File: config.mk
export PLATFORM = sky130hd
export DESIGN_NAME = rbo_blend
export DESIGN_NICKNAME = d
export VERILOG_FILES = /design/src/rtl/core/reticle_bracket_overlay_blended_defines.svh /design/src/rtl/core/rbo_pkg.sv /design/src/rtl/core/rbo_blend.sv
export SDC_FILE = /design/constraint.sdc
export NUM_CORES = 2
export LEC_CHECK = 0
export ABC_AREA = 1
export CAP_MARGIN = 20
export CORE_ASPECT_RATIO = 0.5
export CORE_MARGIN = 10
export CORE_UTILIZATION = 55
export DETAILED_ROUTE_END_ITERATION = 12
export DONT_BUFFER_PORTS = 1
export PLACE_DENSITY = 0.73
export SLEW_MARGIN = 40
export SYNTH_ARGS = -nofsm -noshare
export SYNTH_HDL_FRONTEND = slang
export SYNTH_SLANG_ARGS = --single-unit
File: constraint.sdc
create_clock -name aclk -period 8.95 [get_ports aclk]
set_clock_uncertainty 0.15 [all_clocks]
set_input_delay 0.4475 -clock aclk [delete_from_list [all_inputs] [get_ports aclk]]
set_output_delay 0.4475 -clock aclk [all_outputs]
set_load 0.1 [all_outputs]
File: src/rtl/core/reticle_bracket_overlay_blended_defines.svh
// ----------------------------------------------------------------------------
// Reticle overlay assertion macros
// Concurrent checks used by the overlay RTL; empty under synthesis.
// ----------------------------------------------------------------------------
`ifndef RETICLE_BRACKET_OVERLAY_BLENDED_DEFINES_SVH
`define RETICLE_BRACKET_OVERLAY_BLENDED_DEFINES_SVH
`ifndef SYNTHESIS
`define RBO_ASSERT_IMP(lbl, clk, rstn, ante, cons) \
    lbl: assert property (@(posedge clk) disable iff (!rstn) (ante) |-> (cons)) \
        else $error("overlay check failed");
`define RBO_ASSERT_NXT(lbl, clk, rstn, ante, cons) \
    lbl: assert property (@(posedge clk) disable iff (!rstn) (ante) |=> (cons)) \
        else $error("overlay check failed");
`else
`define RBO_ASSERT_IMP(lbl, clk, rstn, ante, cons)
`define RBO_ASSERT_NXT(lbl, clk, rstn, ante, cons)
`endif
`endif

File: src/rtl/core/rbo_pkg.sv
// ----------------------------------------------------------------------------
// Reticle overlay package
// Payload types, register indexes and the blend division step.
// ----------------------------------------------------------------------------
`timescale 1ns / 1ps
package rbo_pkg;

    localparam int NUM_RECTS = 13;
    localparam int NUM_BLENDS = 13;

    typedef enum logic [3:0] {
        CFG_ENABLE     = 4'd0,
        CFG_CENTER_XY  = 4'd1,
        CFG_RADIUS_XY  = 4'd2,
        CFG_VIEWPORT   = 4'd3,
        CFG_THICKNESS  = 4'd4,
        CFG_LENGTH     = 4'd5,
        CFG_SRC_COLOR  = 4'd6,
        CFG_CENTER_DOT = 4'd7
    } cfg_idx_t;

    typedef struct packed {
        logic [10:0] pixel_x;
        logic [9:0]  pixel_y;
        logic [31:0] dest_pixel;
    } in_t;

    typedef struct packed {
        logic [31:0] out_pixel;
        logic [3:0]  cover_count;
    } out_t;

    typedef struct packed {
        logic        valid;
        logic [3:0]  count;
        logic [31:0] pixel;
    } bld_t;

    typedef struct packed {
        logic [25:0] rem;
        logic [3:0]  q;
    } div_t;

    function automatic div_t div_step4(input logic [25:0] rem, input logic [16:0] dv,
                                       input logic [2:0] base);
        div_t r;
        logic [25:0] dd;
        r.rem = rem;
        r.q = 4'd0;
        for (int j = 3; j >= 0; j--) begin
            dd = 26'(dv) << (base + 3'(j));
            if (r.rem >= dd) begin
                r.rem = r.rem - dd;
                r.q[j] = 1'b1;
            end
        end
        return r;
    endfunction

endpackage

File: src/rtl/core/rbo_blend.sv
// ----------------------------------------------------------------------------
// Reticle overlay blend unit
// One source-over blend in four stages; applied when the count exceeds IDX.
// ----------------------------------------------------------------------------
`timescale 1ns / 1ps
module rbo_blend #(
    parameter int IDX = 0
) (
    input  logic              aclk,
    input  logic              aresetn,
    input  logic              ce,
    input  logic [7:0]        sa,
    input  logic [2:0][23:0]  cs,
    input  rbo_pkg::bld_t     bin,
    output rbo_pkg::bld_t     bout
);
    import rbo_pkg::*;

    logic        a_v_reg, a_ap_reg;
    logic [3:0]  a_cnt_reg;
    logic [31:0] a_pix_reg;
    logic [15:0] a_m_reg, a_n_reg;

    logic        b_v_reg, b_ap_reg;
    logic [3:0]  b_cnt_reg;
    logic [31:0] b_pix_reg;
    logic [25:0] b_rem_reg [3];
    logic [16:0] b_d_reg;
    logic [7:0]  b_al_reg;

    logic        c_v_reg, c_ap_reg;
    logic [3:0]  c_cnt_reg;
    logic [31:0] c_pix_reg;
    logic [25:0] c_rem_reg [3];
    logic [3:0]  c_q_reg [3];
    logic [16:0] c_d_reg;
    logic [7:0]  c_al_reg;

    logic        d_v_reg;
    logic [3:0]  d_cnt_reg;
    logic [31:0] d_pix_reg;

    logic [7:0]  ia;
    logic [15:0] sa255, m_a, n_a;
    logic [16:0] x_al;
    logic [16:0] y_al;
    logic [25:0] num_b [3];
    div_t        dc_c [3];
    div_t        dc_d [3];
    logic [31:0] pix_d;

    always_comb begin
        ia    = 8'd255 - sa;
        sa255 = {sa, 8'd0} - 16'(sa);
        m_a   = 16'(bin.pixel[31:24]) * 16'(ia);
        n_a   = sa255 + m_a;
        x_al  = 17'(a_n_reg) + 17'd127;
        y_al  = x_al + 17'd1 + 17'(x_al[16:8]);
        for (int c = 0; c < 3; c++) begin
            num_b[c] = 26'(cs[c]) + 26'(a_pix_reg[c*8 +: 8]) * 26'(a_m_reg);
            num_b[c] = {num_b[c][24:0], 1'b0} + 26'(a_n_reg);
            dc_c[c]  = div_step4(b_rem_reg[c], b_d_reg, 3'd4);
            dc_d[c]  = div_step4(c_rem_reg[c], c_d_reg, 3'd0);
        end
        pix_d = {c_al_reg, c_q_reg[2], dc_d[2].q, c_q_reg[1], dc_d[1].q,
                 c_q_reg[0], dc_d[0].q};
    end

    always_ff @(posedge aclk) begin
        if (!aresetn) begin
            a_v_reg <= 1'b0;
            b_v_reg <= 1'b0;
            c_v_reg <= 1'b0;
            d_v_reg <= 1'b0;
        end else if (ce) begin
            a_v_reg <= bin.valid;
            b_v_reg <= a_v_reg;
            c_v_reg <= b_v_reg;
            d_v_reg <= c_v_reg;
        end
    end

    always_ff @(posedge aclk) begin
        if (ce) begin
            a_ap_reg  <= bin.count > 4'(IDX);
            a_cnt_reg <= bin.count;
            a_pix_reg <= bin.pixel;
            a_m_reg   <= m_a;
            a_n_reg   <= n_a;

            b_ap_reg  <= a_ap_reg;
            b_cnt_reg <= a_cnt_reg;
            b_pix_reg <= a_pix_reg;
            b_d_reg   <= {a_n_reg, 1'b0};
            b_al_reg  <= y_al[15:8];
            for (int c = 0; c < 3; c++) begin
                b_rem_reg[c] <= num_b[c];
            end

            c_ap_reg  <= b_ap_reg;
            c_cnt_reg <= b_cnt_reg;
            c_pix_reg <= b_pix_reg;
            c_d_reg   <= b_d_reg;
            c_al_reg  <= b_al_reg;
            for (int c = 0; c < 3; c++) begin
                c_rem_reg[c] <= dc_c[c].rem;
                c_q_reg[c]   <= dc_c[c].q;
            end

            d_cnt_reg <= c_cnt_reg;
            d_pix_reg <= c_ap_reg ? pix_d : c_pix_reg;
        end
    end

    assign bout.valid = d_v_reg;
    assign bout.count = d_cnt_reg;
    assign bout.pixel = d_pix_reg;

endmodule

[Yosys cells after proc, flatten, opt, wreduce, memory -nomap -nowiden]
Memory sizes are Yosys's and may differ from the RTL's.
Index checks and enable logic that the tools add are counted.
Word-level totals
  register bits after elaboration: 231
  memory bits (writable): 168
  input port bits: 120
  output and inout port bits: 37
  word-level logic and storage cells: 128
  memories kept: 3
Memories
  b_rem_reg: depth 3, bits a word 26, read ports 3, clocked after memory_dff 0, wr ports 3, line rbo_blend.sv:27  | logic [25:0] b_rem_reg [3];
  c_rem_reg: depth 3, bits a word 26, read ports 3, clocked after memory_dff 0, wr ports 3, line rbo_blend.sv:34  | logic [25:0] c_rem_reg [3];
  c_q_reg: depth 3, bits a word 4, read ports 3, clocked after memory_dff 0, wr ports 3, line rbo_blend.sv:35  | logic [3:0] c_q_reg [3];
Cells by class
  add/sub/neg operators: 33
  $mul: 4
  order comparisons: 25
  muxes and demuxes: 42
Operator list (count)
  26-bit two-way mux: 15
  27-bit two-way mux: 6
  26-bit by 16-bit adder with 26-bit output: 3
  26-bit by 17-bit greater-or-equal comparator with 1-bit output: 3
  26-bit by 18-bit greater-or-equal comparator with 1-bit output: 3
  26-bit by 19-bit greater-or-equal comparator with 1-bit output: 3
  26-bit by 20-bit greater-or-equal comparator with 1-bit output: 3
  26-bit by 21-bit greater-or-equal comparator with 1-bit output: 3
  26-bit by 22-bit greater-or-equal comparator with 1-bit output: 3
  26-bit by 23-bit greater-or-equal comparator with 1-bit output: 3
  26-bit by 24-bit greater-or-equal comparator with 1-bit output: 3
  26-bit by 18-bit subtractor with 26-bit output: 3
  26-bit by 19-bit subtractor with 26-bit output: 3
  26-bit by 20-bit subtractor with 26-bit output: 3
  26-bit by 21-bit subtractor with 26-bit output: 3
  26-bit by 22-bit subtractor with 26-bit output: 3
  26-bit by 23-bit subtractor with 26-bit output: 3
  26-bit by 24-bit subtractor with 26-bit output: 3
  24-bit by 24-bit adder with 25-bit output: 3
  8-bit by 16-bit multiplier with 24-bit output: 3
  32-bit two-way mux: 1
  1-bit two-way mux: 20
  16-bit by 7-bit adder with 17-bit output (second input constant): 1
  16-bit by 1-bit adder with 16-bit output (second input constant): 1
  6 further kinds: 6

[Longest topological paths before layout]
An unclocked memory read counts as a cell.
  depth in word-level cells: 10
  mapped depth: 69
  mapped depth without buffers: 65

[Least setup slack after synthesis]
OpenSTA, ideal clock, no wires.
  kind: register to register
  from: register b_d_reg[2]
  to: memory c_rem_reg[1][19], in the netlist c_rem_reg[0][45] (data pin)
  library setup time: 0.258 ns
  arrival time: 9.419 ns
  data required time: 8.542 ns
  path slack: -0.876 ns
  cell stages (with the launch flop): 64
  path buffers: 6
  period minus slack after synthesis: 9.826 ns
  cells stage by stage: edfxtp_1 -> inv_1 -> fa_1 -> nand4_1 -> nand3_2 -> nand3_1 -> nand2_1 -> nand3b_1 -> nand2_2 -> inv_2 -> clkbuf_1 -> nand2_1 -> nand2_1 -> ha_1 -> a21oi_1 -> o21ai_1 -> a21oi_1 -> o21ai_1 -> [28 not listed] -> inv_1 -> o221ai_1 -> a21oi_1 -> nor2_1 -> nor2_1 -> o21ai_0 -> nand2_1 -> nand2_1 -> nand2_1 -> a21boi_0 -> nor2_1 -> nand3_2 -> nor2_1 -> nand3_2 -> inv_2 -> buf_6 -> nand2_1 -> o21ai_1
RTL lines
  start, declared: line rbo_blend.sv:28  | logic [16:0] b_d_reg;
  start signal, assigned: line rbo_blend.sv:94  | b_d_reg <= {a_n_reg, 1'b0};
  end, declared: line rbo_blend.sv:34

==> metrics.md <==
| Metric | Value |
|---|---|
| Main flop type after synthesis | `edfxtp_1` |
| Yosys top cell by area | `edfxtp_1` |
| Synth Area per Inst | `7.38 um^2` |
| Grt ovf | `0` |
| Clk slew on worst S/H paths | `0.07 ns` |
| Critical path buffer and inverter count | `13` |
| Sequential share of the synthesized area | `20.7%` |
| Die height | `247 um` |
| Crit Path Category | `reg2reg` |
| Nets | `9521` |
| Total Wirelength | `around 180000 um` |
| Vias per inst | `5.49` |
| Yosys reg bits | `roughly 390` |
| Largest cells by area after synthesis | `edfxtp_1 21%, ha_1 14%, nand2_1 14%, fa_1 13%, inv_1 8.9%` |
| Slew HR | `37.1%` |
| Ys async rst share | `0%` |
| DRT Pass-1 Iters | `6` |
| Worst Max-Slew Pin Slew | `roughly 0.94 ns` |
| Endpoints failing setup | `0` |
| Syn Nets | `8823` |
| Tmin final | `8.67 ns` |
| H-tree levels | `2` |
| Hold Path Class | `in2reg` |
| Fraction of layout cells with a size suffix above 1 | `16.5%` |
| All-Layer GR Usage | `29.1%` |
| Critical Path Source Type | `flop` |
| Layout area overhead | `20.9%` |
| Top-count cell post-synth | `nand2_1` |
| RSZ-0062 raised after global routing | `yes` |
| Peak Freq | `0.115 GHz` |
| Warnings from Yosys | `0` |
| CTS tree | `built` |
| Cells after synthesis | `7687` |
| Wire per inst | `~19 um` |
| R2r setup slk | `0.28 ns` |
| Die width | `roughly 470 um` |
| Outcome | `complete, no violations` |
| FF/Latch Area | `11800 um^2` |
| Final Hold Viols | `0` |
| DRC | `0` |
| Worst setup EP type | `flop` |
| # IOs | `157` |
| CP top delay family | `compound AO/OA/AOI/OAI gates` |
| Setup WS post-layout | `0.278 ns` |
| Area of the multi-input gates | `just over 40000 um^2` |
| Vias in the first global route | `approximately 49000` |
| Most frequent CP cell | `nand2_1` |
| Crit Reg-Reg Endpoint | `c_rem_reg[0][64]$_DFFE_PP_` |
| Post-synth top area share | `20.6%` |
| Initial antenna violation count | `8` |
| Clk root buf | `clkbuf_16` |
| Hold endpoint | `b_rem_reg[0][27]$_DFFE_PP_` |
| Critical Path AT | `8.87 ns` |
| Biggest cell delay along the critical path | `0.39 ns` |
| Period Utilization, post-route | `96.9%` |
| Leading cell types by count after synthesis | `2081 x nand2_1, 1351 x inv_1, 634 x ha_1` |
| HP Start | `cs[24]` |
| CP Data Required Time | `9.15 ns` |
| Fill count | `8527` |
| Clk Latency, worst-skew pair | `0.62 ns` |
| Mapped cell area | `between 50000 and 60000 um^2` |
| Hold Path Depth | `2` |
| Slowest stage cell, crit path | `fa_2` |
| Rows | `83` |
| # port buffers | `0` |
| ANT nets after route | `0` |
| Die area | `117000 um^2` |
| GP Congestion | `1.00` |
| Initial Util | `55.3%` |
| Critical R2R Launch | `b_rem_reg[0][60]$_DFFE_PP_` |
| Core Area | `103000 um^2` |
| Clock sinks | `393` |
| Post-DP HPWL | `144000 um` |
| Detailed-route via count | `53600` |
| CTS Buffer Depth | `3` |
| Largest net degree at the start of global routing | `approximately 400` |
| Reg2reg path depth | `63` |
| Max_cap viols | `0` |
| CP max FO | `7` |
| N_diodes | `0` |
| Post-synth EDFFs | `389` |
| Pre-CTS setup slack | `-0.336 ns` |
| Pins over their slew limit | `0` |
| Starting DRC count in detailed routing | `5495` |
| Synth unique cells | `61` |
| Global-route wire length before repair | `272000 um` |
| CTS Buf Count | `41` |
-- metal layers --
| layer | share of wire (%) | wire length (um) | GRT usage [%] |
|---|---|---|---|
| met3 | 9.6 | 17500 | 4.00 |
| met5 | 0.015 | 27 | 0 |
| met4 | 3.3 | 5950 | 7.59 |
| met1 | 44 | 81100 | 42.5 |
| met2 | 43 | 78300 | 45.3 |
-- cells by family after synthesis --
family	count (synthesis)	synth area share (%)
adder cells (fa/ha/maj)	1016	27.5
XOR/XNOR	474	7.32
AO/OA/AOI/OAI	1135	10.9
flip-flops	393	20.7
buffers and inverters	1532	10.3
AND/OR/NAND/NOR	3137	23.3
-- how the worst max path moves through the flow --
stage,slack (ns),cells after the start,end,start
5_1_grt,-0.18,63,c_rem_reg[0][70]$_DFFE_PP_,b_rem_reg[0][60]$_DFFE_PP_
2_1_floorplan,0.003,64,c_rem_reg[0][45]$_DFFE_PP_,b_d_reg[2]$_DFFE_PP_
3_3_place_gp,-0.15,55,c_rem_reg[0][7]$_DFFE_PP_,b_d_reg[7]$_DFFE_PP_
6_report,0.28,63,c_rem_reg[0][64]$_DFFE_PP_,b_rem_reg[0][60]$_DFFE_PP_
4_1_cts,0.0008,60,c_rem_reg[0][41]$_DFFE_PP_,b_d_reg[16]$_DFFE_PP_
3_5_place_dp,-0.34,56,c_rem_reg[0][34]$_DFFE_PP_,b_d_reg[16]$_DFFE_PP_
-- area by class of cell --
type	count	share of cell area, %
timing repair inverter	4	0.0529
clock inverter	30	0.569
multi-input combinational	5765	60.3
timing repair buffer	805	10.3
inverter	1375	7.65
clock buffer	44	1.51
tap	1360	2.48
sequential	393	17.2
-- per-stage QoR --
step                      hold WS [ns]  utilization, %  setup TNS [ns]  instance area (um^2)  std cells
after detailed placement         0.255            61.4           -8.90                 63000       9504
final                           0.0208            66.9               0                 68600       9776
after floorplan                  0.250               -               0                 56900       7687
after global routing           0.00761            66.9           -7.30                 68600       9776
after global placement           0.250            60.8           -1.58                 62400       9478
after CTS                       -0.180            63.4               0                 64900       9630
-- worst register-to-register path, delay by kind of cell (launching register included) --
family          cells  cell delay, ns
fa+ha+maj           5            1.47
buf+inv            13            1.39
simple gates       26            2.50
flops               1            0.38
compound gates     19            2.53
-- layout by cell type, fill, tap and decap left out, drive strengths merged, types with 3 or more instances in the layout --
master	synthesis	final
nand2	2118	2120
inv	1374	1376
buf	32	747
ha	634	634
o21ai	479	479
a21oi	475	475
nor2	445	446
edfxtp	389	389
fa	382	382
nand3	329	329
xor2	275	275
xnor2	199	199
nand4	114	114
nor3	66	66
clkbuf	125	52
dlygate4sd3	0	50
o21bai	35	35
a21o	33	33
a31oi	29	29
clkinv	1	21
a21boi	19	19
nand3b	16	16
o21a	15	15
nor4	15	15
a211oi	12	12
or2	11	11
and3	9	9
o211ai	9	9
o31ai	9	9
and2	8	8
o221ai	8	8
clkinvlp	0	6
bufinv	0	6
a221oi	4	4
dfxtp	4	4
nor4b	3	3
-- timing repair --
action	4_1_cts	5_1_grt
buffers inserted	7	118
gates cloned	2	10
hold buffers	43	9
endpoints found under the setup margin	63	69
pin swaps	9	164
resized for setup	49	593
hold endpoints to repair	432	189
Power is left out: the tool's default activity adds up to more than one toggle a clock period on the data nets, which glitch-free logic cannot reach.
